File: config.mk
export PLATFORM = sky130hd
export DESIGN_NAME = ppt_mac
export DESIGN_NICKNAME = d
export VERILOG_FILES = /design/src/sv/ppt_pkg.sv /design/src/sv/ppt_mac.sv
export VERILOG_INCLUDE_DIRS = /design/src /design/src/sv
export SDC_FILE = /design/constraint.sdc
export NUM_CORES = 2
export LEC_CHECK = 0
export BUFFER_PORTS_ARGS = -buffer_cell sky130_fd_sc_hd__buf_4
export CAP_MARGIN = 10
export CORE_MARGIN = 4
export CORE_UTILIZATION = 40
export CTS_CLUSTER_DIAMETER = 120
export CTS_CLUSTER_SIZE = 24
export DETAILED_ROUTE_END_ITERATION = 8
export PLACE_DENSITY = 0.69
export SLEW_MARGIN = 10
export SYNTH_ARGS = -nofsm -noshare
export SYNTH_HDL_FRONTEND = slang
export SYNTH_SLANG_ARGS = --single-unit
File: constraint.sdc
create_clock -name clock -period 9.4 [get_ports clock]
set_input_delay 0 -clock clock [delete_from_list [all_inputs] [get_ports clock]]
set_output_delay 0 -clock clock [all_outputs]
set_load 0.02 [all_outputs]
File: src/sv/assert_macros.svh
// Assertion helpers shared by the modules that check their own control logic.
`ifndef ASSERT_MACROS_SVH
`define ASSERT_MACROS_SVH

// Clocked check that is switched off while reset is high.
`define ASSERT_DIS(label, clk, rst, prop, msg) \
   label: assert property (@(posedge clk) disable iff (rst) prop) else $error(msg);

// Clocked check that also holds during reset.
`define ASSERT_NOW(label, clk, prop, msg) \
   label: assert property (@(posedge clk) prop) else $error(msg);

`endif

File: src/sv/ppt_pkg.sv
`timescale 1ns / 1ps

package ppt_pkg;

   // Item modes.
   localparam logic MODE_WRITE = 1'b0;
   localparam logic MODE_QUERY = 1'b1;

   // Configuration register indexes and port widths.
   localparam int CSR_IDX_W  = 2;
   localparam int CSR_DATA_W = 31;
   localparam logic [CSR_IDX_W-1:0] CSR_PLANE_COUNT  = 2'd0;
   localparam logic [CSR_IDX_W-1:0] CSR_EPSILON      = 2'd1;
   localparam logic [CSR_IDX_W-1:0] CSR_DISTANCE_CAP = 2'd2;

   localparam int PLANE_COUNT_W = 7;
   localparam int DIST_W        = 31;
   localparam logic [DIST_W-1:0] DISTANCE_CAP_RESET = 31'd655360;

   // One request beat.
   typedef struct packed {
      logic              mode;
      logic [5:0]        plane_index;
      logic signed [31:0] x;
      logic signed [31:0] y;
      logic signed [31:0] z;
      logic signed [31:0] nx;
      logic signed [31:0] ny;
      logic signed [31:0] nz;
   } req_payload_type;

   // One response beat.
   typedef struct packed {
      logic              inside_res;
      logic [DIST_W-1:0] min_distance;
   } rsp_payload_type;

   // Sequencer states.
   typedef enum logic [3:0] {
      S_IDLE,
      S_READ,
      S_MUL0,
      S_MUL1,
      S_MUL2,
      S_ACC,
      S_CMP,
      S_SAT,
      S_DONE
   } state_type;

   // Vector component fed to the multiplier.
   typedef enum logic [1:0] {
      COMP_X,
      COMP_Y,
      COMP_Z
   } comp_type;

   // Controls for the shared multiply-accumulate unit.
   typedef struct packed {
      logic     init;      // load the accumulator
      logic     init_off;  // load it with the negated plane offset instead of zero
      logic     mul_en;    // form one product this cycle
      logic     use_row;   // take the normal from the table row, not the request
      comp_type sel;
   } mac_ctl_type;

   // Controls from the sequencer to the datapath.
   typedef struct packed {
      logic        req_ready;
      logic        mem_rd;
      logic        mem_wr;
      logic        eval_start;
      logic        eval_en;
      logic        rsp_load;
      mac_ctl_type mac;
   } seq_ctl_type;

endpackage

File: src/sv/ppt_mac.sv
`timescale 1ns / 1ps
`include "assert_macros.svh"

module ppt_mac import ppt_pkg::*; #(
   parameter int CW = 32
) (
   input  logic                               clock,
   input  logic                               reset,
   input  mac_ctl_type                        ctl,
   input  logic signed [CW-1:0]               pt_x,
   input  logic signed [CW-1:0]               pt_y,
   input  logic signed [CW-1:0]               pt_z,
   input  logic signed [CW-1:0]               item_nx,
   input  logic signed [CW-1:0]               item_ny,
   input  logic signed [CW-1:0]               item_nz,
   input  logic signed [CW-1:0]               row_nx,
   input  logic signed [CW-1:0]               row_ny,
   input  logic signed [CW-1:0]               row_nz,
   input  logic signed [CW-1:0]               row_off,
   output logic signed [2*CW-16+2:0]          acc
);

   localparam int PW = 2 * CW;
   localparam int QW = PW - 16;
   localparam int DW = QW + 3;

   logic signed [CW-1:0] op_n;
   logic signed [CW-1:0] op_p;
   logic signed [PW-1:0] prod_full;
   logic signed [QW-1:0] prod_ff;
   logic signed [QW-1:0] prod_in;
   logic                 prod_valid_ff;
   logic signed [DW-1:0] acc_ff;
   logic signed [DW-1:0] acc_in;

   // Pick one normal component and the matching point component.
   always_comb begin
      case (ctl.sel)
         COMP_X: begin
            op_n = ctl.use_row ? row_nx : item_nx;
            op_p = pt_x;
         end
         COMP_Y: begin
            op_n = ctl.use_row ? row_ny : item_ny;
            op_p = pt_y;
         end
         COMP_Z: begin
            op_n = ctl.use_row ? row_nz : item_nz;
            op_p = pt_z;
         end
         default: begin
            op_n = '0;
            op_p = '0;
         end
      endcase
   end

   // Exact product, then an arithmetic shift by 16 rounds toward minus infinity.
   assign prod_full = op_n * op_p;
   assign prod_in   = prod_full[PW-1:16];

   always_ff @(posedge clock) begin
      prod_ff <= prod_in;
   end

   always_ff @(posedge clock) begin
      if (reset) begin
         prod_valid_ff <= 1'b0;
      end else begin
         prod_valid_ff <= ctl.mul_en;
      end
   end

   // Accumulator starts at minus the offset (query) or zero (plane write).
   always_comb begin
      acc_in = acc_ff;
      if (ctl.init) begin
         if (ctl.init_off) begin
            acc_in = -{{(DW-CW){row_off[CW-1]}}, row_off};
         end else begin
            acc_in = '0;
         end
      end else if (prod_valid_ff) begin
         acc_in = acc_ff + {{(DW-QW){prod_ff[QW-1]}}, prod_ff};
      end
   end

   always_ff @(posedge clock) begin
      acc_ff <= acc_in;
   end

   assign acc = acc_ff;

   `ASSERT_DIS(a_init_no_pending, clock, reset, ctl.init |-> !prod_valid_ff, "accumulator loaded while a product is pending")

endmodule

Yosys cells after proc, flatten, opt, wreduce, memory -nomap -nowiden
Index checks and enable logic that the tools add are counted.
{"block": "classes", "eq_ne": 2, "n_bitwise": 0, "multipliers": 1, "n_addsub": 2, "n_shift": 0, "n_lt_le_gt_ge": 0, "reduce_logical": 2, "mux": 8, "n_div": 0}
{"op": "32-bit case mux with 3 select lines", "n": 2}
{"op": "51-bit 2-to-1 mux", "n": 3}
{"op": "32-bit 2-to-1 mux", "n": 3}
{"op": "32-bit by 32-bit multiplier with 64-bit output", "n": 1}
{"op": "51-bit adder", "n": 1}
{"op": "51-bit negation", "n": 1}
{"op": "2-bit by 1-bit == test with 1-bit output (second input constant)", "n": 1}
{"op": "2-bit == test (second input constant)", "n": 1}
{"op": "2-bit logical NOT", "n": 1}
{"op": "2-bit nonzero test", "n": 1}
{"block": "word_totals", "input_bits": 328, "memories": 0, "latchBits": 0, "ram_bits": 0, "output_inout_bits": 51, "reg_bits": 100, "mem_bits_ro": 0}

Longest topological paths before layout
{"block": "depth", "word_depth": 3, "ltp_mapped": 37, "ltp_nobuf": 32}

Least setup slack after synthesis
Ideal clock, no wire load.
{"block": "synth_path", "path_type": "input port to flip-flop", "startpoint": "input ctl[0] (netlist bit)", "endpoint": "register prod_ff[47]", "n_path_buf": 5, "path_slack_ns": 0.570, "arrival_ns": 8.758, "cell_stages": 34, "required_ns": 9.328, "cell_sequence": "buf_4 -> buf_4 -> buf_2 -> buf_1 -> mux2i_1 -> o21a_1 -> clkbuf_1 -> nor2_1 -> fa_1 -> inv_1 -> fa_1 -> inv_1 -> fa_1 -> fa_1 -> inv_1 -> fa_1 -> inv_1 -> fa_1 -> inv_1 -> fa_1 -> inv_1 -> fa_1 -> ha_1 -> inv_1 -> o21bai_1 -> a21o_1 -> a21o_1 -> a21oi_1 -> o221ai_1 -> a31oi_2 -> a22oi_1 -> a21o_1 -> a21oi_1 -> xnor2_1"}
{"block": "synth_between", "elab_chain_len": 3, "elab_cells_between_ends": 6, "classes_between": "mul: 1; eq/ne: 2; mux: 2; reduce/logical: 1"}
{"element": "start: declaration", "line": "ppt_mac.sv:9", "source": "input mac_ctl_type ctl,"}
{"element": "2-bit == test (tied with other cells)", "line": "ppt_mac.sv:38", "source": "case (ctl.sel)"}
{"element": "32-bit case mux with 3 select lines", "line": "ppt_mac.sv:38"}
{"element": "32-bit by 32-bit multiplier with 64-bit output (*)", "line": "ppt_mac.sv:59", "source": "assign prod_full = op_n * op_p;"}
{"element": "named net prod_full[63]", "line": "ppt_mac.sv:29", "source": "logic signed [PW-1:0] prod_full;"}
{"element": "end signal: assignment", "line": "ppt_mac.sv:63", "source": "prod_ff <= prod_in;"}
{"element": "end: declaration", "line": "ppt_mac.sv:30", "source": "logic signed [QW-1:0] prod_ff;"}
Mark *: on every way through the listed nets, which the timed path passes. The rest lies on a longest branch.
A chain may end at the register's enable or synchronous reset.

Worst setup path in the final report
Same ends and word-level chain as after synthesis.

==> run summary <==
Status -> completed
Crit path max fanout -> 44
Unrepaired setup endpoints after global routing -> no
DR WL/cell -> 23.33 um
Clock-pin slew on the worst setup and hold paths -> 80 ps
Gr usage total -> 0.2754
Initial antenna violation count -> 7
Starting Density -> 0.4028
Hold depth -> 3
Slew headroom -> 0.2848
Register area -> 0.002512 mm^2
Layout fillers -> 10400
Register bit count reported by yosys -> 100
Number of port buffers -> 378
CP Buf/Inv Count -> 9
Post-synth EDFFs -> 51
Nets -> 6818
R2r worst-path depth -> 14
Horiz. Die Dim -> 336.3 um
Max Cap Violations -> 0
Worst r2r src -> acc[0]
Worst-Margin Slew -> 1066 ps
Worst path arrival time -> 9230 ps
Largest cells by area after synthesis -> fa_1 50%, inv_1 9.0%, ha_1 6.7%
Initial drt markers -> 2873
Clock Tree Root -> clkbuf_16
Synthesized netlist cell count -> 4838
Overflow after GRT -> 0
Pin count of the biggest net entering global routing -> 62
Top cell by count, worst path -> fa_1
Fin. max-slew vios -> 0
Count of final hold-check violations -> 0
Final min period -> 8930 ps
Area growth syn-to-layout -> 13.14%
DP HPWL -> 130600 um
Endpoints failing setup -> 0
Clock tree buffer depth -> 2
Mean Syn Cell Area -> 8.913 um^2
Final wirelength -> 153700 um
Setup ws final -> 469.9 ps
Period utilisation layout -> 0.9500
Syn. warnings -> 0
Hold worst-path end -> acc[25]
Hold path start -> row_off[25]
Post-DRT Antenna Nets -> 0
Seq/Total Area, Yosys -> 0.05826
Vias -> 35630
Design area -> 0.04879 mm^2
CTS tree -> built
Layout cell share with drive strength beyond 1 -> 0.1225
Worst Skew -> 12.40 ps
DRC errors left -> 0
Area of the multi-input gates -> 0.03591 mm^2
Synth area leader -> fa_1
CP required -> 9700 ps
R2r endpoint -> acc[46]
Synth Cell Area -> 0.04312 mm^2
Core Region -> 0.1071 mm^2
CP Class -> input port to flip-flop
Slowest cell on the critical path -> o21a_1
Syn nets -> 6479
Hold Path Class -> input port to flip-flop
Die area -> 0.1131 mm^2
Clock H-tree levels -> 3
Setup WS pre-CTS -> 233.8 ps
Number of CTS-inserted buffers -> 9
Most used flip-flop cell after synthesis -> edfxtp_1
Placed Instance Area -> 0.04843 mm^2
CP top delay family -> adder cells
Routability cong. -> 0.9833
CTS resizes -> 0
R2R Setup Slk -> 5460 ps
Most common cell after layout, fill and taps aside -> fa_1
Skew-Pair Late Insertion Delay -> 370 ps
Boundary Pins -> 379
Via-to-Cell Ratio -> 5.407
Cell variety after synth -> 80
Setup_tns -> 0 ps
First-pass GRT wire length -> 231700 um
Crit path capture type -> flip-flop
Clock sink total -> 100
Share of the synthesized area in the top cell type -> 0.5023
Largest stage delay, worst path -> 790 ps
Vias in the first global route -> 38020
Core Rows -> 120
Drt pass-1 iters -> 5
Startpoint types -> input port
Most frequent cells in the layout -> 1082 x fa_1, 1029 x inv_1, 619 x nand2_1
Fmax -> 112.0 MHz
Die Span Y -> 336.3 um
Ys async rst share -> 0
Post-layout util -> 0.4557
[area by class of cell]
| cell class | count | area share |
|---|---|---|
| Inverter | 1030 | 0.07925 |
| Clock buffer | 9 | 0.004616 |
| Tap cell | 1403 | 0.03598 |
| Clock inverter | 7 | 0.001513 |
| Antenna cell | 5 | 0.0002565 |
| Timing Repair Buffer | 566 | 0.09076 |
| Multi-Input combinational cell | 3470 | 0.7361 |
| Sequential cell | 100 | 0.05150 |
[cell families after synthesis]
group | share of synthesized area
muxes | 0.02301
DFF | 0.05826
buffers and inverters | 0.1109
adders and majority gates | 0.5693
and+or+nand+nor | 0.1296
xor gates and xnor gates | 0.02661
AOI/OAI and AO/OA | 0.08232
[sequential cells by signal, summed over array words and instances (netlist names)]
register / flops
acc: 51
prod_ff: 48
prod_valid_ff: 1
[metrics by stage]
stage | hold slack [ps] | instances
6_report | 33.51 | 6590
5_1_grt | 29.95 | 6590
4_1_cts | 16.40 | 6585
3_5_place_dp | 173.3 | 6564
3_3_place_gp | 161.3 | 6564
2_1_floorplan | 71.61 | 4838
[per-layer routing]
layer / vias to the layer above / wire length [um] / GRT usage
li1: 15230 / - / -
met1: 18150 / 56870 / 0.3402
met2: 1785 / 71570 / 0.4462
met3: 470 / 13980 / 0.05758
met4: 0 / 11290 / 0.1653
met5: - / 0 / 0
[what timing repair did]
item / CTS / global route
hold buffers: 5 / 0
hold endpoints to repair: 4 / 0
buffers inserted: 0 / 0
[tightest hold or removal path: stages]
cell and delay (ps):
buf_4 90, xnor2_1 70, o22ai_1 110
[how the worst max path moves through the flow]
stage | startpoint | endpoint | slack, ps | depth (start not counted)
6_report | ctl[0] | prod_ff[47] | 470 | 32
4_1_cts | ctl[0] | prod_ff[47] | 610 | 32
2_1_floorplan | ctl[0] | prod_ff[47] | 570 | 34
5_1_grt | ctl[0] | prod_ff[47] | 100 | 32
3_3_place_gp | ctl[0] | prod_ff[47] | 340 | 32
3_5_place_dp | ctl[0] | prod_ff[47] | 230 | 32
[cell usage after synthesis (40+ instances only)]
master	count
a21o_1	78
a21oi_1	113
clkbuf_1	209
dfxtp_1	49
edfxtp_1	51
fa_1	1082
ha_1	231
inv_1	1029
mux2i_1	98
nand2_1	619
nor2_1	602
o21a_1	56
o21ai_0	103
o21ai_1	40
xnor2_1	74
xor2_1	57
Power is not shown: default switching activity piles up to over one toggle a cycle in this logic, so the estimate is an artifact.
