**src/sv/assert_macros.svh**
```systemverilog
// Assertion helpers shared by the modules that check their own control logic.
`ifndef ASSERT_MACROS_SVH
`define ASSERT_MACROS_SVH

// Clocked check that is switched off while reset is high.
`define ASSERT_DIS(label, clk, rst, prop, msg) \
   label: assert property (@(posedge clk) disable iff (rst) prop) else $error(msg);

// Clocked check that also holds during reset.
`define ASSERT_NOW(label, clk, prop, msg) \
   label: assert property (@(posedge clk) prop) else $error(msg);

`endif

```
**src/sv/ppt_pkg.sv**
```systemverilog
`timescale 1ns / 1ps

package ppt_pkg;

   // Item modes.
   localparam logic MODE_WRITE = 1'b0;
   localparam logic MODE_QUERY = 1'b1;

   // Configuration register indexes and port widths.
   localparam int CSR_IDX_W  = 2;
   localparam int CSR_DATA_W = 31;
   localparam logic [CSR_IDX_W-1:0] CSR_PLANE_COUNT  = 2'd0;
   localparam logic [CSR_IDX_W-1:0] CSR_EPSILON      = 2'd1;
   localparam logic [CSR_IDX_W-1:0] CSR_DISTANCE_CAP = 2'd2;

   localparam int PLANE_COUNT_W = 7;
   localparam int DIST_W        = 31;
   localparam logic [DIST_W-1:0] DISTANCE_CAP_RESET = 31'd655360;

   // One request beat.
   typedef struct packed {
      logic              mode;
      logic [5:0]        plane_index;
      logic signed [31:0] x;
      logic signed [31:0] y;
      logic signed [31:0] z;
      logic signed [31:0] nx;
      logic signed [31:0] ny;
      logic signed [31:0] nz;
   } req_payload_type;

   // One response beat.
   typedef struct packed {
      logic              inside_res;
      logic [DIST_W-1:0] min_distance;
   } rsp_payload_type;

   // Sequencer states.
   typedef enum logic [3:0] {
      S_IDLE,
      S_READ,
      S_MUL0,
      S_MUL1,
      S_MUL2,
      S_ACC,
      S_CMP,
      S_SAT,
      S_DONE
   } state_type;

   // Vector component fed to the multiplier.
   typedef enum logic [1:0] {
      COMP_X,
      COMP_Y,
      COMP_Z
   } comp_type;

   // Controls for the shared multiply-accumulate unit.
   typedef struct packed {
      logic     init;      // load the accumulator
      logic     init_off;  // load it with the negated plane offset instead of zero
      logic     mul_en;    // form one product this cycle
      logic     use_row;   // take the normal from the table row, not the request
      comp_type sel;
   } mac_ctl_type;

   // Controls from the sequencer to the datapath.
   typedef struct packed {
      logic        req_ready;
      logic        mem_rd;
      logic        mem_wr;
      logic        eval_start;
      logic        eval_en;
      logic        rsp_load;
      mac_ctl_type mac;
   } seq_ctl_type;

endpackage

```
**src/sv/ppt_ctrl.sv**
```systemverilog
`timescale 1ns / 1ps
`include "assert_macros.svh"

module ppt_ctrl import ppt_pkg::*; #(
   parameter int AW = 6,
   parameter int IW = 7
) (
   input  logic          clock,
   input  logic          reset,
   input  logic          req_fire,
   input  logic          req_mode,
   input  logic          slot_ok,
   input  logic [IW-1:0] count_eff,
   input  logic          out_free,
   output seq_ctl_type   ctl,
   output logic [AW-1:0] rd_addr
);

   state_type     state_ff;
   state_type     state_in;
   logic          mode_ff;
   logic          mode_in;
   logic [IW-1:0] idx_ff;
   logic [IW-1:0] idx_in;
   logic [IW-1:0] count_ff;
   logic [IW-1:0] count_in;
   logic          is_query;

   assign is_query = (mode_ff == MODE_QUERY);

   // Next state, plane index and latched item details.
   always_comb begin
      state_in = state_ff;
      mode_in  = mode_ff;
      idx_in   = idx_ff;
      count_in = count_ff;
      unique case (state_ff)
         S_IDLE: begin
            if (req_fire) begin
               mode_in  = req_mode;
               idx_in   = '0;
               count_in = count_eff;
               if (req_mode == MODE_WRITE) begin
                  state_in = slot_ok ? S_MUL0 : S_IDLE;
               end else begin
                  state_in = (count_eff == '0) ? S_DONE : S_READ;
               end
            end
         end
         S_READ: state_in = S_MUL0;
         S_MUL0: state_in = S_MUL1;
         S_MUL1: state_in = S_MUL2;
         S_MUL2: begin
            state_in = S_ACC;
            if (is_query) begin
               idx_in = IW'(idx_ff + 1'b1);
            end
         end
         S_ACC: state_in = is_query ? S_CMP : S_SAT;
         S_CMP: state_in = (idx_ff == count_ff) ? S_DONE : S_MUL0;
         S_SAT: state_in = S_IDLE;
         S_DONE: state_in = out_free ? S_IDLE : S_DONE;
         default: state_in = S_IDLE;
      endcase
   end

   always_ff @(posedge clock) begin
      if (reset) begin
         state_ff <= S_IDLE;
         mode_ff  <= MODE_WRITE;
         idx_ff   <= '0;
         count_ff <= '0;
      end else begin
         state_ff <= state_in;
         mode_ff  <= mode_in;
         idx_ff   <= idx_in;
         count_ff <= count_in;
      end
   end

   // Datapath controls for each state.
   always_comb begin
      ctl = '0;
      ctl.mac.sel = COMP_X;
      unique case (state_ff)
         S_IDLE: begin
            ctl.req_ready  = 1'b1;
            ctl.eval_start = req_fire && (req_mode == MODE_QUERY);
         end
         S_READ: ctl.mem_rd = 1'b1;
         S_MUL0: begin
            ctl.mac.init     = 1'b1;
            ctl.mac.init_off = is_query;
            ctl.mac.mul_en   = 1'b1;
            ctl.mac.use_row  = is_query;
            ctl.mac.sel      = COMP_X;
         end
         S_MUL1: begin
            ctl.mac.mul_en  = 1'b1;
            ctl.mac.use_row = is_query;
            ctl.mac.sel     = COMP_Y;
         end
         S_MUL2: begin
            ctl.mac.mul_en  = 1'b1;
            ctl.mac.use_row = is_query;
            ctl.mac.sel     = COMP_Z;
         end
         S_ACC: ctl.mem_rd = is_query;
         S_CMP: ctl.eval_en = 1'b1;
         S_SAT: ctl.mem_wr = 1'b1;
         S_DONE: ctl.rsp_load = out_free;
         default: ;
      endcase
   end

   // The next row is fetched as soon as the index has advanced.
   assign rd_addr = idx_ff[AW-1:0];

   `ASSERT_DIS(a_mem_port_excl, clock, reset, !(ctl.mem_rd && ctl.mem_wr), "table read and write in one cycle")
   `ASSERT_DIS(a_idx_in_range, clock, reset, (state_ff != S_IDLE) |-> (idx_ff <= count_ff), "plane index ran past the plane count")
   `ASSERT_DIS(a_done_all_planes, clock, reset, (state_ff == S_DONE) |-> (idx_ff == count_ff), "query finished with planes left")

endmodule

```
**config.mk**
```make
export PLATFORM = sky130hd
export DESIGN_NAME = ppt_ctrl
export DESIGN_NICKNAME = d
export VERILOG_FILES = /design/src/sv/ppt_pkg.sv /design/src/sv/ppt_ctrl.sv
export VERILOG_INCLUDE_DIRS = /design/src /design/src/sv
export SDC_FILE = /design/constraint.sdc
export NUM_CORES = 1
export LEC_CHECK = 0
export ABC_CLOCK_PERIOD_IN_PS = 1450
export BUFFER_PORTS_ARGS = -buffer_cell sky130_fd_sc_hd__buf_4
export CAP_MARGIN = 20
export CORE_MARGIN = 2
export CORE_UTILIZATION = 47
export CTS_CLUSTER_DIAMETER = 150
export CTS_CLUSTER_SIZE = 12
export DETAILED_ROUTE_END_ITERATION = 6
export PLACE_DENSITY = 0.87
export SLEW_MARGIN = 20
export SYNTH_ARGS = -nofsm -noshare
export SYNTH_HDL_FRONTEND = slang
export SYNTH_SLANG_ARGS = --single-unit
```
**constraint.sdc**
```tcl
create_clock -name clock -period 1.45 [get_ports clock]
set_input_delay 0.145 -clock clock [delete_from_list [all_inputs] [get_ports clock]]
set_output_delay 0.145 -clock clock [all_outputs]
set_load 0.01 [all_outputs]
```
=== Word-level counts from Yosys, hierarchy flattened ===
Cells that the tools add are included.

* Logic and storage cells: 41
* Output and inout bits: 18
* Input port bits: 13
* Flip-flop bits (word level): 19

* Equal/unequal tests: 11
* $add $sub $neg: 1
* Reduce and logical (&&, ||, !) cells: 6
* Multiplexer cells: 19

{| class="wikitable"
|+ Operators by type and width
! operator !! number
|-
| 4-bit one-hot mux with 8 select lines || 1
|-
| 4-bit two-way mux || 5
|-
| 4-bit by 3-bit equality test with 1-bit output, second input constant || 4
|-
| 7-bit two-way mux || 2
|-
| 7-bit one-hot mux with 2 select lines || 1
|-
| 4-bit one-hot mux with 3 select lines || 1
|-
| 4-bit by 2-bit equality test with 1-bit output, second input constant || 2
|-
| 7-bit by 1-bit adder with 7-bit output, second input constant || 1
|-
| 7-bit equality test || 1
|-
| 7-bit logical NOT || 1
|-
| 1-bit two-way mux || 6
|-
| 4-bit by 1-bit equality test with 1-bit output, second input constant || 1
|-
| 4-bit equality test, second input constant || 1
|-
| 4-bit logical NOT || 1
|-
| 2-bit two-way mux || 2
|-
| 2-bit != test, second input constant || 2
|-
| 3-bit AND reduction || 1
|-
| 1-bit one-hot mux with 2 select lines || 1
|-
| 2-bit AND reduction || 1
|-
| 2-bit nonzero test || 1
|-
| 1-bit logical AND || 1
|}

=== Logic depth before layout (Yosys ltp) ===
Gate-level depths: netlist (run 1).

* Depth in word-level cells: 5
* Mapped depth: 6

=== Least setup slack after synthesis (run 1) ===
No wires, ideal clock.

* Path kind: flip-flop to flip-flop
* From: register state_ff[1]
* To: register mode_ff (netlist: is_query)
* Setup slack: 0.032 ns
* Buffers on the path: 2
* Period minus slack after synthesis: 1.418 ns
* Cell stages (with the launch flop): 7
* Arrival time: 1.291 ns
* Library setup time: 0.128 ns
* Cells stage by stage: dfxtp_1 buf_2 nor4_2 buf_2 nand2_2 a21oi_1 nor2_1

* Word-level cells in the longest chain between the ends: 2

{| class="wikitable"
|+ RTL lines
! item !! line !! RTL
|-
| start, declared || ppt_ctrl.sv:19 || <nowiki>state_type state_ff;</nowiki>
|-
| start signal, assigned || ppt_ctrl.sv:74 || <nowiki>state_ff <= state_in;</nowiki>
|-
| 4-bit logical NOT || ppt_ctrl.sv:37 || <nowiki>unique case (state_ff)</nowiki>
|-
| 2-bit AND reduction (no source line) || - ||
|-
| end signal, assigned || ppt_ctrl.sv:75 || <nowiki>mode_ff <= mode_in;</nowiki>
|-
| end, declared || ppt_ctrl.sv:21 || <nowiki>logic mode_ff;</nowiki>
|}

No other way between the ends.
A chain may end at the register's enable or synchronous reset.

==> summary.md, run 1 <==
| Metric | Value |
|---|---|
| Layout filler cell count | `between 150 and 200` |
| Type of element launching the critical path | `register` |
| Post-synth EDFFs | `0` |
| Top FF cell, synth | `dfxtp_1` |
| Async S/R FF share, synth | `0%` |
| DRC violation count after routing | `0` |
| Total I/O pin count | `31` |
| Buffers added on ports | `30` |
| Flops & latches, synth | `19` |
| Post-Route Setup TNS | `-1.17 ns` |
| Proportion of synthesized chip area in sequential cells | `32.0%` |
| Post-detailed-routing wire length | `between 3 and 4 mm` |
| Die extent in x | `54.3 microns` |
| Worst voltage drop across the vdd grid | `about 0.00057 V` |
| Class of the tightest hold or removal check | `input pin to register` |
| Iteration count of the initial detailed-routing pass | `4` |
| Largest net degree at the start of global routing | `13` |
| Number of diodes | `0` |
| Sequential cell area | `388 sq um` |
| Worst slack, placed | `-0.0391 ns` |
| Via count | `1209` |
| GRT Overall Usage | `23.5%` |
| Count of standard-cell rows | `18` |
| Worst setup path class | `register to output port` |
| Final min period | `1.61 ns` |
| Setup slack after layout | `-0.164 ns` |
| Failing checks | `setup timing` |
| Number of pins with negative max-slew slack in the final report | `0` |
| Required time of the critical path | `1.31 ns` |
| CTS H-tree lvls | `1` |
| Net count, final | `slightly below 200` |
| Total clock sinks | `19` |
| Number of buffers created by CTS | `3` |
| Cell area after technology mapping | `0.00119 sq mm` |
| LEAKAGE | `0.000685 uW` |
| Via-per-instance ratio | `5.65` |
| Floorplan die area | `0.00295 sq mm` |
| Area delta synth->final | `41.3%` |
| Total placed instance area | `0.00147 sq mm` |
| Vias in the first global route | `~1100` |
| Drt initial violations | `45` |
| Fraction of final layout cells with drive strength greater than 1 | `a little under half` |
| Design area | `~0.0017 sq mm` |
| Global route overflow | `0` |
| Warning count from the yosys run | `0` |
| Critical Path Start | `state_ff[1]$_SDFFE_PP0P_` |
| Unrepaired setup endpoints after global routing | `yes` |
| Post-route ant nets | `0` |
| Final worst path period share | `111%` |
| Antenna violations before repair | `0` |
| Post-synthesis cell count | `about 140` |
| Largest fanout of any net on the critical path | `10` |
| Routability Congestion | `0.961` |
| Number of hold violations in the final report | `0` |
| Die Height | `54.3 microns` |
| R2r worst-path depth | `4` |
| Launch point of the worst hold path | `reset` |
| Unique masters post-synth | `41` |
| Area of the core | `0.00243 sq mm` |
| Capture point of the worst path | `ctl[6]` |
| Clock tree skew after final layout | `0.0116 ns` |
| Worst-path clk slew | `0.11 ns` |
| First-pass GRT wire length | `5.02 mm` |
| Maximum achievable frequency | `619 MHz` |
| Hold Crit Depth | `2` |
| Number of maximum-capacitance violations | `0` |
| Critical Path AT | `1.47 ns` |
| TritonCTS clock tree | `built` |
| Maximum buffer depth of the clock tree | `2` |
| Average instance area after synthesis | `roughly 8.4 sq um` |
| CTS Hold Bufs | `0` |
| Per-cell routed wire length | `between 15 and 20 microns` |
| Max-slew headroom | `76.6%` |
| Register-to-Register Setup Slack | `-0.08 ns` |
| Transition time at the pin with the least slew margin | `about 0.35 ns` |
| Buffer type at the clock tree root | `clkbuf_4` |
| Total power consumption of the routed design | `roughly 1300 uW` |
| Setup-violating endpoint count in the final report | `13` |
| Capturing point of the worst reg2reg path | `state_ff[3]$_SDFFE_PP0P_` |
| Kind of end point of the critical path | `output port` |
| Source-to-sink clock delay at the later pin of the worst-skew pair | `0.31 ns` |
| Nets in the synthesized netlist | `155` |
| Power per cell area | `between 700 and 800 mW/mm^2` |
| Multi-input gate area | `776 sq um` |
| Starting utilization of the core area | `48.9%` |
| HPWL after DPL | `about 2.2 mm` |
| Worst hold margin | `0.0879 ns` |
| Startpoint of the worst-slack reg-to-reg timing path | `state_ff[3]$_SDFFE_PP0P_` |
| Run status | `complete, but fails checks` |
==> state kept, by name, summed over array words and instances, names as in the netlist <==
name      flops
state_ff      4
count_ff      7
idx_ff        7
is_query      1
==> routing by layer <==
metal	part of all wire (%)	up-vias	wire length, microns	track usage [%]
met5	0	-	0	0
li1	-	570	-	-
met4	1.5	0	52	8.33
met1	45	584	1560	32.4
met3	5.0	6	173	3.83
met2	48	49	1680	36.7
==> cell usage after synthesis (2+ instances only) <==
cell / instances / area, sq um
nand3_1: 11 / 55.1
xnor2_1: 12 / 105
nor4_2: 2 / 25.0
dfxtp_1: 19 / 380
nor4_4: 2 / 42.5
or2_1: 2 / 12.5
nor3_1: 3 / 15.0
and2_1: 2 / 12.5
buf_4: 6 / 45.0
o21ai_0: 2 / 10.0
nor2_1: 11 / 41.3
buf_2: 3 / 15.0
nor4b_1: 2 / 17.5
clkbuf_1: 4 / 15.0
nand4_1: 3 / 18.8
nor2b_1: 2 / 12.5
nor2_2: 2 / 12.5
a21oi_1: 14 / 70.1
nand2b_1: 3 / 18.8
nand2_1: 12 / 45.0
inv_1: 4 / 15.0
==> critical path, cell delays in order (launching register included) <==
cell and delay, ns:
dfxtp_2 0.34, buf_6 0.14, or2_1 0.29, nor4b_2 0.23, buf_4 0.16
==> stage by stage <==
stage          std cells  utilization, %
4_1_cts              208            65.3
3_3_place_gp         201            60.4
6_report             214            69.0
3_5_place_dp         201            60.4
2_1_floorplan        141               -
5_1_grt              214            69.0
==> layout make-up <==
type	count	area share, %
Tap cell	30	2.24
Multi-Input combinational cell	104	46.2
Timing Repair Buffer	53	26.0
Clock buffer	4	1.56
Sequential cell	19	23.1
Inverter	4	0.894
==> cell usage in the layout (no fill, tap or decap), types with 3 or more instances in the layout <==
cell type and n:
nand2_1 12, dfxtp_2 3, nand4_1 3, clkbuf_4 3, buf_6 9, inv_1 4
xnor2_1 12, buf_4 42, nand3_1 11, nor2_1 9, a21oi_1 12, dfxtp_1 15
nor4_4 3
==> timing repair <==
action | 4_1_cts | 5_1_grt
endpoints found under the setup margin | 18 | 27
pin swaps | 8 | 5
gates resized for setup | 21 | 10
setup buffers | 3 | 6
gates cloned | 0 | 0
==> cells by family after synthesis <==
group	share of synthesized area (%)
buffers and inverters	8.52
and+or+nand+nor	34.3
DFF	32.0
xor gates and xnor gates	9.58
AOI/OAI and AO/OA	12.6
adders and majority gates	1.05
muxes	1.89
==> worst min-delay path by stage <==
stage	endpoint
floorplan	count_ff[0]$_SDFFE_PP0P_
global placement	count_ff[1]$_SDFFE_PP0P_
detailed placement	count_ff[2]$_SDFFE_PP0P_
CTS	count_ff[2]$_SDFFE_PP0P_
global route	idx_ff[1]$_SDFFE_PP0P_
finish	idx_ff[1]$_SDFFE_PP0P_
==> power breakdown <==
part / total (uW) / switching, uW / leakage [uW] / internal [uW]
combinational: 455 / 233 / 0.000513 / 222
sequential: 568 / 19.9 / 0.000157 / 548
clock: 275 / 168 / 0.0000150 / 107
Note: power is estimated with default switching activity, not from simulation.
==> inputs of run 2 (changes only) <==
--- a/config.mk
+++ b/config.mk
@@ -6,7 +6,7 @@
 export SDC_FILE = /design/constraint.sdc
 export NUM_CORES = 1
 export LEC_CHECK = 0
-export ABC_CLOCK_PERIOD_IN_PS = 1450
+export ABC_CLOCK_PERIOD_IN_PS = 1400
 export BUFFER_PORTS_ARGS = -buffer_cell sky130_fd_sc_hd__buf_4
 export CAP_MARGIN = 20
 export CORE_MARGIN = 2
==> constraint.sdc (replaced) <==
create_clock -name clock -period 1.4 [get_ports clock]
set_input_delay 0.14 -clock clock [delete_from_list [all_inputs] [get_ports clock]]
set_output_delay 0.14 -clock clock [all_outputs]
set_load 0.01 [all_outputs]
==> run 2 against run 1 <==
The run still ends with setup timing left. Worst setup slack got worse by 0.068 ns. Final area increased by 11%. Wire length up 17%. Clock power rose by 7%. Cell count grew 2.3%. Sequential share of layout area shrank 2.2 points. Worst hold slack got worse by 0.00095 ns. Total power grew 16%. Critical path type unchanged. Largest power group is now combinational logic.
==> summary.md, run 2 (same netlist as run 1, synthesis figures left out) <==
| Metric | Value |
|---|---|
| Per-cell routed wire length | `18.6 microns (+15%)` |
| Routability Congestion | `0.872 (-9.2%)` |
| Number of maximum-capacitance violations | `0 (unchanged)` |
| Startpoint of the worst-slack reg-to-reg timing path | `state_ff[1]$_SDFFE_PP0P_` |
| Unrepaired setup endpoints after global routing | `yes` |
| Starting utilization of the core area | `48.9% (unchanged)` |
| Setup-violating endpoint count in the final report | `28 (+15)` |
| Die extent in x | `54.3 microns (unchanged)` |
| Power per cell area | `810 mW/mm^2 (+4.8%)` |
| Number of buffers created by CTS | `3 (unchanged)` |
| Run status | `complete, but fails checks` |
| Final worst path period share | `117%` |
| Failing checks | `setup timing` |
| Global route overflow | `0 (unchanged)` |
| Commonest non-fill, non-tap cells in the layout | `buf_4 (40), buf_6 (15), dfxtp_1 (14)` |
| Net switching power of the design | `514 uW (+22%)` |
| Class of the tightest hold or removal check | `input pin to register` |
| Maximum achievable frequency | `613 MHz` |
| Buffer type at the clock tree root | `clkbuf_4` |
| Required time of the critical path | `1.26 ns (-0.05 ns)` |
| Floorplan die area | `0.00295 sq mm (unchanged)` |
| Capturing point of the worst reg2reg path | `state_ff[3]$_SDFFE_PP0P_` |
| Vias in the first global route | `1118 (+6.1%)` |
| Biggest regs | `count_ff: 7 flops, idx_ff: 7 flops, state_ff: 4 flops` |
| Via-per-instance ratio | `5.89 (+4.2%)` |
| Max-slew headroom | `67.4% (-9.2 points)` |
| Transition time at the pin with the least slew margin | `0.485 ns (+0.135 ns)` |
| Number of hold violations in the final report | `0 (unchanged)` |
| Final min period | `1.63 ns` |
| Worst setup path class | `register to output port` |
| Largest fanout of any net on the critical path | `5 (-5)` |
| Total clock sinks | `19 (unchanged)` |
| Register-to-Register Setup Slack | `-0.14 ns (-0.06 ns)` |
| Area delta synth->final | `56.7%` |
| Drt initial violations | `70 (+56%)` |
| Post-route ant nets | `0 (unchanged)` |
| Buffers added on ports | `30 (unchanged)` |
| Kind of end point of the critical path | `output port` |
| Number of diodes | `0 (unchanged)` |
| Setup slack after layout | `-0.232 ns (-0.0681 ns)` |
| Worst hold margin | `0.0870 ns (-0.000953 ns)` |
| Via count | `1289 (+6.6%)` |
| HPWL after DPL | `2.12 mm (-5.0%)` |
| Worst slack, placed | `-0.0765 ns (-0.0374 ns)` |
| Iteration count of the initial detailed-routing pass | `4 (unchanged)` |
| Sequential power share | `39.3% (-4.4 points)` |
| Number of pins with negative max-slew slack in the final report | `0 (unchanged)` |
| Area of the core | `0.00243 sq mm (unchanged)` |
| LEAKAGE | `0.000735 uW (+7.4%)` |
| Largest net degree at the start of global routing | `13 (unchanged)` |
| GRT Overall Usage | `25.3% (+1.9 points)` |
| TritonCTS clock tree | `built` |
| Die Height | `54.3 microns (unchanged)` |
| CTS H-tree lvls | `1 (unchanged)` |
| Antenna violations before repair | `0 (unchanged)` |
| Count of standard-cell rows | `18 (unchanged)` |
| Hold Crit Depth | `2 (unchanged)` |
| DRC violation count after routing | `0 (unchanged)` |
| Total I/O pin count | `31 (unchanged)` |
| R2r worst-path depth | `5 (+1)` |
| Launch point of the worst hold path | `reset` |
| Maximum buffer depth of the clock tree | `2 (unchanged)` |
| Post-detailed-routing wire length | `4.08 mm (+17%)` |
| Switching share of power | `34.1% (+1.7 points)` |
| Fin util | `76.6% (+7.6 points)` |
| Portion of total power attributed to the clock network | `19.5% (-1.7 points)` |
| First-pass GRT wire length | `5.26 mm (+4.9%)` |
| Worst voltage drop across the vdd grid | `0.000525 V (-8.8%)` |
| Net count, final | `204 (+2.5%)` |
| Type of element launching the critical path | `register` |
| Commonest non-fill, non-tap cell in the layout | `buf_4` |
| Hold EP | `idx_ff[1]$_SDFFE_PP0P_` |
| Fraction of final layout cells with drive strength greater than 1 | `55.0% (+8.8 points)` |
| Internal power contribution | `995 uW (+13%)` |
| Worst-path clk slew | `0.12 ns (about the same)` |
| Clock tree skew after final layout | `0.00341 ns (-0.00823 ns)` |
| Source-to-sink clock delay at the later pin of the worst-skew pair | `0.31 ns (about the same)` |
| Part of the power in combinational logic | `41.3% (+6.3 points)` |
| Layout filler cell count | `142 (-16%)` |
| Critical Path AT | `1.49 ns (+0.02 ns)` |
[run 2: metrics by stage]
step                TNS (ns)  cell area, sq um  instances  power (uW)
floorplan                  0              1190        141         828
global placement     -0.0453              1460        199         950
detailed placement    -0.348              1460        199         963
CTS                    -1.21              1710        213        1360
global route           -3.92              1860        219        1570
finish                 -2.45              1860        219        1510
[run 2: layer usage]
| metal | vias up | GRT usage (%) | share of wire [%] |
|---|---|---|---|
| li1 | 582 | - | - |
| met1 | 634 | 29.8 | 39 |
| met2 | 54 | 43.6 | 52 |
| met3 | 19 | 5.19 | 5.5 |
| met4 | 0 | 12.1 | 4.2 |
| met5 | - | 0 | 0 |
[run 2: worst max path at each step]
stage	end	slack (ns)	start
after CTS	ctl[11]	-0.20	state_ff[1]$_SDFFE_PP0P_
after floorplan	state_ff[3]$_SDFFE_PP0P_	0.02	state_ff[3]$_SDFFE_PP0P_
final	ctl[8]	-0.23	state_ff[1]$_SDFFE_PP0P_
after detailed placement	idx_ff[6]$_SDFFE_PP0P_	-0.08	state_ff[3]$_SDFFE_PP0P_
after global placement	idx_ff[5]$_SDFFE_PP0P_	-0.02	state_ff[3]$_SDFFE_PP0P_
after global routing	ctl[6]	-0.29	state_ff[1]$_SDFFE_PP0P_
[run 2: repair_timing]
action / in CTS / in global routing
cloned: 1 / 0
setup endpoints to repair: 20 / 30
resized for setup: 35 / 27
hold buffers: 0 / 0
pin swaps: 18 / 7
setup buffers: 9 / 7
[run 2: critical path, cell delays in order (launching register included)]
cell and delay (ns):
dfxtp_2 0.35, buf_6 0.13, nor4_4 0.26, buf_4 0.16, and3_4 0.18, buf_6 0.09
[run 2: power groups by stage]
stage	Combinational, uW	Clock, uW	Sequential (uW)
after floorplan	232	0	596
after global placement	352	0	598
after detailed placement	362	0	601
after CTS	486	286	588
after global routing	653	321	596
final	623	294	593
[run 2: final cells by class]
cell class | instances | area [sq um] | area share [%]
repair buffers | 58 | 514 | 27.6
multi-input cells | 104 | 880 | 47.2
well taps | 30 | 37.5 | 2.01
flip-flops and latches | 19 | 389 | 20.9
clock inverters | 1 | 5.00 | 0.269
clock buffers | 3 | 22.5 | 1.21
inverters | 4 | 15.0 | 0.806
==> inputs of run 3 (changes only) <==
--- a/config.mk
+++ b/config.mk
@@ -7,15 +7,17 @@
 export NUM_CORES = 1
 export LEC_CHECK = 0
 export ABC_CLOCK_PERIOD_IN_PS = 1400
-export BUFFER_PORTS_ARGS = -buffer_cell sky130_fd_sc_hd__buf_4
 export CAP_MARGIN = 20
 export CORE_MARGIN = 2
-export CORE_UTILIZATION = 47
+export CORE_UTILIZATION = 54
 export CTS_CLUSTER_DIAMETER = 150
 export CTS_CLUSTER_SIZE = 12
 export DETAILED_ROUTE_END_ITERATION = 6
-export PLACE_DENSITY = 0.87
+export DONT_BUFFER_PORTS = 1
+export PLACE_DENSITY = 0.84
+export REMOVE_ABC_BUFFERS = 1
 export SLEW_MARGIN = 20
 export SYNTH_ARGS = -nofsm -noshare
 export SYNTH_HDL_FRONTEND = slang
 export SYNTH_SLANG_ARGS = --single-unit
+export TNS_END_PERCENT = 10
==> run 3 against run 2 <==
The flow still finishes with violations (setup timing). Critical path depth fell by 1. Total power fell by 12%. Sequential share of layout area rose by 2.7 points. Clock skew rose by 0.0050 ns. First-iteration DRC count fell by 76%. Maximum frequency rose by 2.1%. Wire length fell by 16%. Clock power fell by 2%. Via count fell by 10%. Worst setup slack improved by 0.033 ns. Sequential power fell by 0.7%. Critical endpoint unchanged.
==> summary.md, run 3 (same netlist as run 1, synthesis figures left out) <==
| Metric | Value |
|---|---|
| Post-route ant nets | `0 (unchanged)` |
| Worst hold margin | `0.0195 ns (-0.0675 ns)` |
| Per-cell routed wire length | `17.4 microns (-6.6%)` |
| Kind of end point of the critical path | `output port` |
| Fraction of final layout cells with drive strength greater than 1 | `40.9% (-14 points)` |
| Antenna violations before repair | `0 (unchanged)` |
| Max-slew headroom | `70.8% (+3.4 points)` |
| Via-per-instance ratio | `5.84 (-0.72%)` |
| Die Height | `50.9 microns (-6.2%)` |
| Critical Path AT | `1.46 ns (-0.03 ns)` |
| Total clock sinks | `19 (unchanged)` |
| Routability Congestion | `0.850 (-2.6%)` |
| Iteration count of the initial detailed-routing pass | `5 (+1)` |
| Type of element launching the critical path | `register` |
| HPWL after DPL | `2.08 mm (-1.6%)` |
| Largest fanout of any net on the critical path | `6 (+1)` |
| Area delta synth->final | `38.2%` |
| Area of the core | `0.00202 sq mm (-17%)` |
| Number of diodes | `0 (unchanged)` |
| Die extent in x | `50.9 microns (-6.2%)` |
| Number of hold violations in the final report | `0 (unchanged)` |
| Buffer type at the clock tree root | `clkbuf_4` |
| DRC violation count after routing | `0 (unchanged)` |
| LEAKAGE | `0.000616 uW (-16%)` |
| Via count | `1157 (-10%)` |
| Global route overflow | `0 (unchanged)` |
| Maximum buffer depth of the clock tree | `2 (unchanged)` |
| Number of buffers created by CTS | `3 (unchanged)` |
| CTS H-tree lvls | `1 (unchanged)` |
| Final worst path period share | `114% (-2.4 points)` |
| Power per cell area | `812 mW/mm^2 (+0.28%)` |
| TritonCTS clock tree | `built` |
| Biggest regs | `count_ff: 7 flops, idx_ff: 7 flops, state_ff: 4 flops` |
| Vias in the first global route | `1152 (+3.0%)` |
| Worst setup path class | `register to output port` |
| Largest net degree at the start of global routing | `12 (-1)` |
| GRT Overall Usage | `29.3% (+4.0 points)` |
| Buffers added on ports | `0 (-100%)` |
| Total placed instance area | `0.00132 sq mm (-9.2%)` |
| Floorplan die area | `0.00259 sq mm (-12%)` |
| Commonest non-fill, non-tap cells in the layout | `buf_4 (24), dfxtp_1 (15), nand2_1 (12), xnor2_1 (12)` |
| Transition time at the pin with the least slew margin | `0.437 ns (-0.0481 ns)` |
| Run status | `complete, but fails checks` |
| Source-to-sink clock delay at the later pin of the worst-skew pair | `0.31 ns (about the same)` |
| Class of the tightest hold or removal check | `input pin to register` |
| First-pass GRT wire length | `5.62 mm (+6.7%)` |
| Failing checks | `setup timing` |
| Starting utilization of the core area | `58.8% (+9.9 points)` |
| Total I/O pin count | `31 (unchanged)` |
| Design area | `0.00164 sq mm (-12%)` |
| Drt initial violations | `17 (-76%)` |
| Number of maximum-capacitance violations | `0 (unchanged)` |
| Worst voltage drop across the vdd grid | `0.000711 V (+35%)` |
| Clock tree skew after final layout | `0.00845 ns (+0.00504 ns)` |
| Number of pins with negative max-slew slack in the final report | `0 (unchanged)` |
| Total power consumption of the routed design | `1330 uW (-12%)` |
| Setup slack after layout | `-0.199 ns (+0.0333 ns)` |
| Cell Count Post-Placement | `177 (-11%)` |
| Required time of the critical path | `1.26 ns (about the same)` |
| Unrepaired setup endpoints after global routing | `yes` |
| Final min period | `1.60 ns (-0.0333 ns)` |
| Count of standard-cell rows | `16 (-2)` |
| Setup-violating endpoint count in the final report | `18 (-36%)` |
| Commonest non-fill, non-tap cell in the layout | `buf_4` |
| Maximum achievable frequency | `625 MHz (+2.1%)` |
| Final std cells w/o fill | `198 (-9.6%)` |
| Worst slack, placed | `-0.0872 ns (-0.0107 ns)` |
| Post-detailed-routing wire length | `3.44 mm (-16%)` |
| Worst-path clk slew | `0.11 ns (about the same)` |
| Net count, final | `186 (-8.8%)` |
-- run 3: cell types whose count changed in the layout (fill, tap and decap cells not counted), sizes merged --
cell	previous run	this run
clkinv	1	0
dlygate4sd3	0	9
buf	58	31
clkbuf	3	4
-- run 3: worst max-delay path, cell delays in order, from the launching register on --
cell,delay [ns]
dfxtp_2,0.34
buf_6,0.13
nor4_4,0.29
buf_6,0.18
and3_4,0.21
-- run 3: final timing paths --
check | from | end | slack, ns | cells after the start
worst max-delay path | state_ff[1]$_SDFFE_PP0P_ | ctl[8] | -0.20 | 4
worst min register to register | count_ff[3]$_SDFFE_PP0P_ | count_ff[3]$_SDFFE_PP0P_ | 0.48 | 2
worst max register to register | state_ff[1]$_SDFFE_PP0P_ | state_ff[3]$_SDFFE_PP0P_ | -0.10 | 5
worst min-delay path | reset | state_ff[1]$_SDFFE_PP0P_ | 0.02 | 3
-- run 3: repair_timing --
action | CTS | global route
endpoints found under the hold margin | 10 | 0
setup endpoints to repair | 21 | 30
pin swaps | 11 | 6
hold buffers | 9 | 0
gates resized for setup | 27 | 10
setup buffers | 7 | 1
-- run 3: area by class of cell --
class | instances | area (sq um)
multi-input cells | 104 | 822
fillers | 130 | 379
well taps | 27 | 33.8
clock buffers | 4 | 26.3
repair buffers | 40 | 358
flip-flops and latches | 19 | 388
inverters | 4 | 15.0
-- run 3: per-stage QoR --
| step | utilization [%] | setup TNS (ns) |
|---|---|---|
| floorplan | - | -5.70 |
| global placement | 65.3 | -0.0256 |
| detailed placement | 65.3 | -0.235 |
| CTS | 79.1 | -1.07 |
| global route | 81.3 | -2.73 |
| finish | 81.3 | -1.50 |
-- run 3: routing by layer --
metal	global-route usage, %	vias up	share of wire [%]	routed length (microns)
met5	0	-	0	0
met4	8.56	0	2.4	84
met3	6.73	10	5.0	172
met2	53.7	50	52	1790
met1	33.6	551	41	1400
li1	-	546	-	-
-- run 3: report_power, final --
part	switching, uW	internal [uW]	total (uW)	leakage, uW
combinational	233	224	457	0.000444
sequential	21.3	568	589	0.000157
clock	177	111	288	0.0000150
total	431	903	1330	0.000616
